[src/sv/fifo_ready_queue_with_removal_macros.svh]
// assertion macros used by the ready queue sequencer
`ifndef FIFO_READY_QUEUE_WITH_REMOVAL_MACROS_SVH
`define FIFO_READY_QUEUE_WITH_REMOVAL_MACROS_SVH

// checked on every rising edge outside reset
`define FRQR_ASSERT(lbl, prop, msg) \
  lbl: assert property (@(posedge clk) disable iff (rst) prop) else $error(msg);

// checked on every rising edge, reset included
`define FRQR_ASSERT_ALWAYS(lbl, prop, msg) \
  lbl: assert property (@(posedge clk) prop) else $error(msg);

`endif

[src/sv/frqr_pkg.sv]
// shared types and constants of the ready queue
package frqr_pkg;

  localparam int QUEUE_DEPTH_DEF = 16;
  localparam int ID_BITS_DEF     = 8;

  typedef enum logic [1:0] {
    REQ_ADD   = 2'd0,
    REQ_YIELD = 2'd1,
    REQ_TERM  = 2'd2,
    REQ_NONE  = 2'd3
  } req_t;

  typedef enum logic [1:0] {
    ST_OK       = 2'd0,
    ST_EMPTY    = 2'd1,
    ST_FULL     = 2'd2,
    ST_NOTFOUND = 2'd3
  } status_t;

  typedef enum logic [2:0] {
    S_IDLE,
    S_START,
    S_RD,
    S_CMP,
    S_SRD,
    S_SWR,
    S_DONE
  } state_t;

  // memory port strobes from the sequencer
  typedef struct packed {
    logic wr_en;
    logic rd_en;
  } mem_ctl_t;

  // result flags handed to the output register
  typedef struct packed {
    logic    dvalid;
    status_t status;
  } res_flags_t;

endpackage

[src/sv/frqr_store.sv]
// identifier store: one write port, one registered read port
module frqr_store
  import frqr_pkg::*;
#(
  parameter int QUEUE_DEPTH = QUEUE_DEPTH_DEF,
  parameter int ID_BITS     = ID_BITS_DEF,
  localparam int IDX_W      = $clog2(QUEUE_DEPTH)
) (
  input  logic               clk,
  input  mem_ctl_t           ctl,
  input  logic [IDX_W-1:0]   wr_addr,
  input  logic [ID_BITS-1:0] wr_data,
  input  logic [IDX_W-1:0]   rd_addr,
  output logic [ID_BITS-1:0] rd_data
);

  logic [ID_BITS-1:0] mem [QUEUE_DEPTH];

  always_ff @(posedge clk) begin
    if (ctl.wr_en) begin
      mem[wr_addr] <= wr_data;
    end
  end

  always_ff @(posedge clk) begin
    if (ctl.rd_en) begin
      rd_data <= mem[rd_addr];
    end
  end

endmodule

[src/sv/frqr_ctrl.sv]
// request sequencer: scan with a shared compare, then compact one entry at a time
`include "fifo_ready_queue_with_removal_macros.svh"

module frqr_ctrl
  import frqr_pkg::*;
#(
  parameter int QUEUE_DEPTH = QUEUE_DEPTH_DEF,
  parameter int ID_BITS     = ID_BITS_DEF,
  localparam int IDX_W      = $clog2(QUEUE_DEPTH),
  localparam int CNT_W      = $clog2(QUEUE_DEPTH + 1)
) (
  input  logic               clk,
  input  logic               rst,
  input  logic               in_valid,
  output logic               in_ready,
  input  req_t               in_req,
  input  logic [ID_BITS-1:0] in_id,
  output logic               res_valid,
  input  logic               res_ready,
  output res_flags_t         res_flags,
  output logic [ID_BITS-1:0] res_id,
  output logic [CNT_W-1:0]   res_count,
  output mem_ctl_t           mem_ctl,
  output logic [IDX_W-1:0]   wr_addr,
  output logic [ID_BITS-1:0] wr_data,
  output logic [IDX_W-1:0]   rd_addr,
  input  logic [ID_BITS-1:0] rd_data
);

  localparam logic [CNT_W-1:0] DEPTH_C = CNT_W'(QUEUE_DEPTH);

  state_t             state;
  state_t             state_next;
  req_t               req;
  logic [ID_BITS-1:0] tid;
  logic [CNT_W-1:0]   cnt;
  logic [CNT_W-1:0]   idx;
  logic [CNT_W-1:0]   idx_inc;
  logic               idx_more;
  logic               hit;
  logic               dvalid;
  logic [ID_BITS-1:0] disp;
  status_t            status;

  // shared step unit: next position and whether it is still inside the queue
  assign idx_inc  = idx + CNT_W'(1);
  assign idx_more = (idx_inc < cnt);
  assign hit      = (req == REQ_YIELD) || (rd_data == tid);

  always_ff @(posedge clk) begin
    if (rst) begin
      state <= S_IDLE;
    end else begin
      state <= state_next;
    end
  end

  always_comb begin
    state_next = state;
    unique case (state)
      S_IDLE: begin
        if (in_valid) state_next = S_START;
      end
      S_START: begin
        unique case (req)
          REQ_YIELD, REQ_TERM: state_next = (cnt == '0) ? S_DONE : S_RD;
          REQ_ADD, REQ_NONE:   state_next = S_DONE;
        endcase
      end
      S_RD: state_next = S_CMP;
      S_CMP: begin
        if (hit) begin
          state_next = S_SRD;
        end else if (idx_more) begin
          state_next = S_RD;
        end else begin
          state_next = S_DONE;
        end
      end
      S_SRD: state_next = idx_more ? S_SWR : S_DONE;
      S_SWR: state_next = S_SRD;
      S_DONE: begin
        if (res_ready) state_next = S_IDLE;
      end
      default: state_next = S_IDLE;
    endcase
  end

  always_comb begin
    in_ready      = (state == S_IDLE);
    res_valid     = (state == S_DONE);
    mem_ctl.wr_en = 1'b0;
    mem_ctl.rd_en = 1'b0;
    wr_addr       = idx[IDX_W-1:0];
    wr_data       = rd_data;
    rd_addr       = idx[IDX_W-1:0];
    unique case (state)
      S_START: begin
        mem_ctl.wr_en = (req == REQ_ADD) && (cnt != DEPTH_C);
        wr_addr       = cnt[IDX_W-1:0];
        wr_data       = tid;
      end
      S_RD: mem_ctl.rd_en = 1'b1;
      S_SRD: begin
        // pull the follower of the gap
        mem_ctl.rd_en = idx_more;
        rd_addr       = idx_inc[IDX_W-1:0];
      end
      S_SWR: mem_ctl.wr_en = 1'b1;
      S_IDLE, S_CMP, S_DONE: begin
      end
      default: begin
      end
    endcase
  end

  always_ff @(posedge clk) begin
    if (rst) begin
      cnt <= '0;
    end else begin
      unique case (state)
        S_START: begin
          if ((req == REQ_ADD) && (cnt != DEPTH_C)) cnt <= cnt + CNT_W'(1);
        end
        S_SRD: begin
          if (!idx_more) cnt <= cnt - CNT_W'(1);
        end
        S_IDLE, S_RD, S_CMP, S_SWR, S_DONE: begin
        end
        default: begin
        end
      endcase
    end
  end

  always_ff @(posedge clk) begin
    unique case (state)
      S_IDLE: begin
        if (in_valid) begin
          req    <= in_req;
          tid    <= in_id;
          idx    <= '0;
          dvalid <= 1'b0;
          disp   <= '0;
          status <= ST_OK;
        end
      end
      S_START: begin
        unique case (req)
          REQ_ADD:   if (cnt == DEPTH_C) status <= ST_FULL;
          REQ_YIELD: if (cnt == '0) status <= ST_EMPTY;
          REQ_TERM:  if (cnt == '0) status <= ST_NOTFOUND;
          REQ_NONE:  status <= ST_OK;
        endcase
      end
      S_CMP: begin
        if (hit) begin
          if (req == REQ_YIELD) begin
            dvalid <= 1'b1;
            disp   <= rd_data;
          end
        end else if (idx_more) begin
          idx <= idx_inc;
        end else begin
          status <= ST_NOTFOUND;
        end
      end
      S_SWR: idx <= idx_inc;
      S_RD, S_SRD, S_DONE: begin
      end
      default: begin
      end
    endcase
  end

  assign res_flags.dvalid = dvalid;
  assign res_flags.status = status;
  assign res_id           = disp;
  assign res_count        = cnt;

  `FRQR_ASSERT_ALWAYS(a_rst_clears, rst |=> (cnt == '0) && (state == S_IDLE), "reset did not clear the queue")
  `FRQR_ASSERT(a_cnt_bound, cnt <= DEPTH_C, "entry count above queue depth")
  `FRQR_ASSERT(a_wr_in_range, mem_ctl.wr_en |-> (CNT_W'(wr_addr) < cnt) || (state == S_START), "write outside held entries")
  `FRQR_ASSERT(a_cnt_step, !$past(rst) && !$stable(cnt) |-> ($past(state) == S_START) || ($past(state) == S_SRD), "count changed outside add or removal")
  `FRQR_ASSERT(a_dispatch_yield, res_valid && res_flags.dvalid |-> (req == REQ_YIELD) && (status == ST_OK), "dispatch without a yield")
  `FRQR_ASSERT(a_notfound_term, res_valid && (res_flags.status == ST_NOTFOUND) |-> req == REQ_TERM, "not found on a request other than terminate")

endmodule

[src/sv/fifo_ready_queue_with_removal.sv]
// top level of the ready queue: request capture, sequencer, store and result register
//
//   channel  dir  tdata                               tuser
//   s_*      in   thread_id                           req_type
//   m_*      out  dispatch_id, queue_count            dispatch_valid, status
//
// add, unused codes and requests on an empty queue pass from the start state straight to the result
// yield and terminate read one entry at a time through the single read port of the store:
//   each scanned position passes a read and a compare state, and a miss ends at the last
//   compare; after a hit at p each of the n-1-p followers takes a read and a write state
// reset clears the count and the sequencer; the store needs no clearing pass
// a finished result waits in the output register while the next request is taken
module fifo_ready_queue_with_removal
  import frqr_pkg::*;
#(
  parameter int QUEUE_DEPTH = QUEUE_DEPTH_DEF,
  parameter int ID_BITS     = ID_BITS_DEF,
  localparam int IDX_W      = $clog2(QUEUE_DEPTH),
  localparam int CNT_W      = $clog2(QUEUE_DEPTH + 1),
  localparam int S_DATA_W   = ((ID_BITS + 7) / 8) * 8,
  localparam int M_DATA_W   = ((ID_BITS + CNT_W + 7) / 8) * 8
) (
  input  logic                clk,
  input  logic                rst,
  input  logic                s_tvalid,
  output logic                s_tready,
  input  logic [S_DATA_W-1:0] s_tdata,  // thread_id
  input  logic [1:0]          s_tuser,  // req_type
  output logic                m_tvalid,
  input  logic                m_tready,
  output logic [M_DATA_W-1:0] m_tdata,  // dispatch_id, queue_count
  output logic [2:0]          m_tuser   // dispatch_valid, status
);

  logic               res_valid;
  logic               res_ready;
  res_flags_t         res_flags;
  logic [ID_BITS-1:0] res_id;
  logic [CNT_W-1:0]   res_count;
  mem_ctl_t           mem_ctl;
  logic [IDX_W-1:0]   wr_addr;
  logic [ID_BITS-1:0] wr_data;
  logic [IDX_W-1:0]   rd_addr;
  logic [ID_BITS-1:0] rd_data;

  logic               out_valid;
  res_flags_t         out_flags;
  logic [ID_BITS-1:0] out_id;
  logic [CNT_W-1:0]   out_count;

  frqr_ctrl #(
    .QUEUE_DEPTH(QUEUE_DEPTH),
    .ID_BITS    (ID_BITS)
  ) u_ctrl (
    .clk      (clk),
    .rst      (rst),
    .in_valid (s_tvalid),
    .in_ready (s_tready),
    .in_req   (req_t'(s_tuser)),
    .in_id    (s_tdata[ID_BITS-1:0]),
    .res_valid(res_valid),
    .res_ready(res_ready),
    .res_flags(res_flags),
    .res_id   (res_id),
    .res_count(res_count),
    .mem_ctl  (mem_ctl),
    .wr_addr  (wr_addr),
    .wr_data  (wr_data),
    .rd_addr  (rd_addr),
    .rd_data  (rd_data)
  );

  frqr_store #(
    .QUEUE_DEPTH(QUEUE_DEPTH),
    .ID_BITS    (ID_BITS)
  ) u_store (
    .clk    (clk),
    .ctl    (mem_ctl),
    .wr_addr(wr_addr),
    .wr_data(wr_data),
    .rd_addr(rd_addr),
    .rd_data(rd_data)
  );

  // result register frees up in the same cycle it is taken
  assign res_ready = !out_valid || m_tready;

  always_ff @(posedge clk) begin
    if (rst) begin
      out_valid <= 1'b0;
    end else if (res_valid && res_ready) begin
      out_valid <= 1'b1;
    end else if (m_tready) begin
      out_valid <= 1'b0;
    end
  end

  always_ff @(posedge clk) begin
    if (res_valid && res_ready) begin
      out_flags <= res_flags;
      out_id    <= res_id;
      out_count <= res_count;
    end
  end

  assign m_tvalid = out_valid;
  assign m_tdata  = M_DATA_W'({out_count, out_id});
  assign m_tuser  = {out_flags.status, out_flags.dvalid};

endmodule
[config.mk]
export PLATFORM = sky130hd
export DESIGN_NAME = fifo_ready_queue_with_removal
export DESIGN_NICKNAME = d
export VERILOG_FILES = /design/src/sv/frqr_pkg.sv /design/src/sv/frqr_store.sv /design/src/sv/frqr_ctrl.sv /design/src/sv/fifo_ready_queue_with_removal.sv
export VERILOG_INCLUDE_DIRS = /design/src /design/src/sv
export SDC_FILE = /design/constraint.sdc
export NUM_CORES = 1
export LEC_CHECK = 0
export ABC_AREA = 1
export BUFFER_PORTS_ARGS = -buffer_cell sky130_fd_sc_hd__buf_2
export CORE_AREA = 2 2 166 135
export DETAILED_ROUTE_END_ITERATION = 8
export DIE_AREA = 0 0 168 137
export SYNTH_ARGS = -nofsm -noshare
export SYNTH_HDL_FRONTEND = slang
export SYNTH_SLANG_ARGS = --single-unit
[constraint.sdc]
create_clock -name clk -period 3.2 [get_ports clk]
set_input_delay 0.32 -clock clk [delete_from_list [all_inputs] [get_ports clk]]
set_output_delay 0.32 -clock clk [all_outputs]
set_load 0.05 [all_outputs]
==> impl_results.md <==
* Outcome: complete, no violations
* Final setup violation count at 0
* Post-CTS clock slew at the launch and capture registers of the worst setup and hold paths at 0.07 ns
* Final weighted congestion in routability-driven placement at 0.8833
* Highest net fanout along the worst path at 18
* RSZ-0062 raised after global routing: false
* Core area at 21320 um^2
* CTS resizes at 0
* Synth warn at 0
* Area share of xor/xnor cells in the synthesized design at 0.01423
* Clock Tree Root: clkbuf_16
* Antenna violations before repair at 0
* Syn Std Cell Area at 8620 um^2
* Largest family of logic cells by synthesized area: simple AND/OR/NAND/NOR gates
* Largest area contributor in the netlist: edfxtp_1
* Hold buffer count at cts at 0
* Leak Pwr at 4.171 nW
* Most frequent cell after synthesis: edfxtp_1
* Count of buffers inserted at the top-level ports at 31
* Final setup TNS at 0 ns
* Async set-or-reset flop fraction in the synthesized netlist at 0
* Peak supply drop at 0.0004444 V
* Top cells by area, synth: edfxtp_1 62%, nand3_1 9.6%, inv_1 7.5%, nand2_1 6.6%, nor2_1 2.1%
* Final Skew at 0.01299 ns
* Final period utilization at 0.8621
* Endpoints failing hold at 0
* Vias per Instance at 4.876
* CTS H-tree depth at 4
* Synth cell count leaders: 178 x edfxtp_1, 173 x inv_1, 166 x nand3_1
* Clock Tree Buf Depth at 2
* Combined global-route utilization of all metal layers at 0.1744
* Clock tree from TritonCTS: done
* Placed instance count at 1145
* Number of standard cells after synthesis at 846
* Category of the worst setup path launch point: register
* Share of the synthesized area in the top cell type at 0.6201
* Starting density of the core at 0.4043
* Max-slew headroom at the worst pin at 0.2769
* Worst-case setup margin in the final layout at 0.4413 ns
* Endpoint required time on the critical path at 3.27 ns
* Buffers inserted during post-CTS setup optimization at 0
* Ratio of total power to cell area at 995.0 nW/um^2
* Routed wire length at 19.12 mm
* Post-Synthesis Mean Instance Area at 10.19 um^2
* Clock sink count at 187
* Post-synth EDFFs at 178
* Number of iterations in the first detailed-routing pass at 7
* Number of buffers inserted during clock tree synthesis at 17
* FF+latch count, synth at 187
* Routed wirelength normalized by instance count at 16.25 um
* Congestion Overflow GR at 0
* Worst setup timing slack at the placement stage at 0.4571 ns
* Latest clock arrival within the worst-skew pair at 0.44 ns
* Number of vias after detailed routing at 5739
* Fraction of the mapped netlist area in simple logic gates at 0.1993
* Overall power of the completed layout at 0.009706 W
* Ys flop type: edfxtp_1
* Minimum clock period after layout at 2.759 ns
* Max-slew violation total from the final report at 0
* Count of different cell masters after synthesis at 34
* Estimated wirelength of the detail-placed design at 12.88 mm
* Share of final-layout standard cells stronger than drive strength 1 at 0.1242
* 1st-iter DRT viols at 542
* Via count of the first global-routing pass at 5400
* Compound-cell area share of the yosys netlist at 0.02497
* Post-layout instance count excluding filler cells at 1177
* Diodes inserted at 0
* Die X-Extent at 168 um
* Floorplan row count at 48
* Reported max-cap violation count at 0
* Antenna violation net count after detailed routing at 0
* Mux share of post-synthesis cell area at 0
* Setup crit end kind: register
* Synthesis-to-finish area growth at 13.17%
* Maximum number of pins on one net before global-route repair at 33
* Vertical extent of the die at 137 um
* Global-route wire length before repair at 29.86 mm
* Seq/Total Area, Yosys at 0.6410
* Synthesized-area fraction occupied by adder cells at 0.01829
* Highest clock rate at 0.3625 GHz
* Number of top-level pins at 35
* Full die area at 23020 um^2
* Min-delay worst type: in2reg
* Fin nets at 915
* Transition time at the pin with the least slew margin at 1.085 ns
* Category of the critical setup timing path: reg2reg
* CP arrival at 2.83 ns
* DRC violations left at 0
==> layer usage <==
metal  vias to the layer above  part of all wire  global-route usage
met2                       204              0.44              0.2638
li1                       2844                 -                   -
met5                         -                 0                   0
met4                         0             0.012             0.04879
met3                        22             0.070             0.04511
met1                      2669              0.47              0.2494
==> sequential cells by signal (all words and copies together) (netlist names), 2 cells and up <==
signal,flops
u_ctrl.req,2
u_ctrl.status,2
u_ctrl.state,3
out_count,5
u_ctrl.res_id,8
u_ctrl.tid,8
u_ctrl.res_count,5
u_ctrl.idx,5
m_tuser,3
out_id,8
u_store.mem,128
u_store.rd_data,8
==> worst paths after layout <==
| path | start | end | slack (ns) | cells after the start |
|---|---|---|---|---|
| setup / recovery | u_ctrl.state[0]$_SDFFE_PP0P_ | u_store.mem[13][7]$_DFFE_PP_ | 0.44 | 8 |
| hold / removal | s_tdata[7] | u_ctrl.tid[7]$_DFFE_PP_ | 0.05 | 1 |
| setup reg to reg | u_ctrl.state[0]$_SDFFE_PP0P_ | u_store.mem[13][7]$_DFFE_PP_ | 0.44 | 8 |
| hold reg to reg | u_ctrl.res_id[6]$_SDFFCE_PN0P_ | out_id[6]$_DFFE_PP_ | 0.42 | 0 |
==> power by group <==
part           internal [W]  switching (W)  leakage [nW]  total (W)
sequential          0.00342       0.000192          1.70    0.00361
combinational       0.00105        0.00282          2.17    0.00387
clock               0.00126       0.000965         0.301    0.00222
total               0.00573        0.00398          4.17    0.00971
==> layout by cell type, fill, tap and decap left out <==
cell	netlist	routed
nand3_2	2	2
inv_6	0	3
nor2_4	1	1
and2_1	2	2
clkinv_8	0	1
nor2_2	1	1
dfxtp_1	9	9
o21ai_4	1	1
ha_1	11	11
o21ai_1	2	2
o21ai_2	3	11
a21oi_1	9	9
o21ai_0	18	10
a31oi_1	1	1
o22ai_1	1	1
xor2_1	5	5
fa_1	1	1
nor3_1	4	4
buf_4	15	23
edfxtp_1	178	178
clkbuf_16	0	17
inv_8	0	3
xnor2_1	9	9
o211ai_1	2	2
bufinv_16	0	3
nand2_1	151	151
conb_1	1	3
clkinv_1	0	1
clkinv_4	0	2
buf_2	8	31
nand4_1	3	3
inv_1	173	173
clkinvlp_4	0	2
nand2_2	3	3
nor4_2	0	1
inv_2	5	5
nor2_1	49	49
nand2_4	2	2
nand3_1	166	166
==> critical path: stages, from the launching register on <==
cell and delay [ns]:
dfxtp_1 0.46, inv_1 0.10, nor2_2 0.18, nand2_2 0.16
inv_2 0.33, nand3_2 0.16, nand2_1 0.22, nand3_1 0.17
nor2_1 0.59
==> cell type report <==
class / instances / area (um^2)
fillers: 1987 / 11570
flip-flops and latches: 187 / 5525
multi-input cells: 451 / 2261
inverters: 178 / 668.1
clock buffers: 17 / 425.4
well taps: 275 / 344.1
repair buffers: 54 / 327.8
clock inverters: 15 / 202.7
==> cells by family (layout without fill, tap and decap cells) <==
group | after synthesis | count (layout)
AO/OA/AOI/OAI | 37 | 37
XOR/XNOR | 14 | 14
adder cells (fa/ha/maj) | 12 | 12
buffers and inverters | 210 | 264
flip-flops | 187 | 187
other | 1 | 3
AND/OR/NAND/NOR | 385 | 385
==> metrics by stage <==
step / utilization / cell area (um^2) / hold slack (ns)
floorplan: - / 8627 / 0.3891
global route: 0.4575 / 9754 / 0.04176
CTS: 0.4575 / 9754 / 0.04025
finish: 0.4575 / 9754 / 0.05435
detailed placement: 0.4281 / 9126 / 0.4045
global placement: 0.4281 / 9126 / 0.4008
No activity file was read; power rests on OpenSTA's default activity.
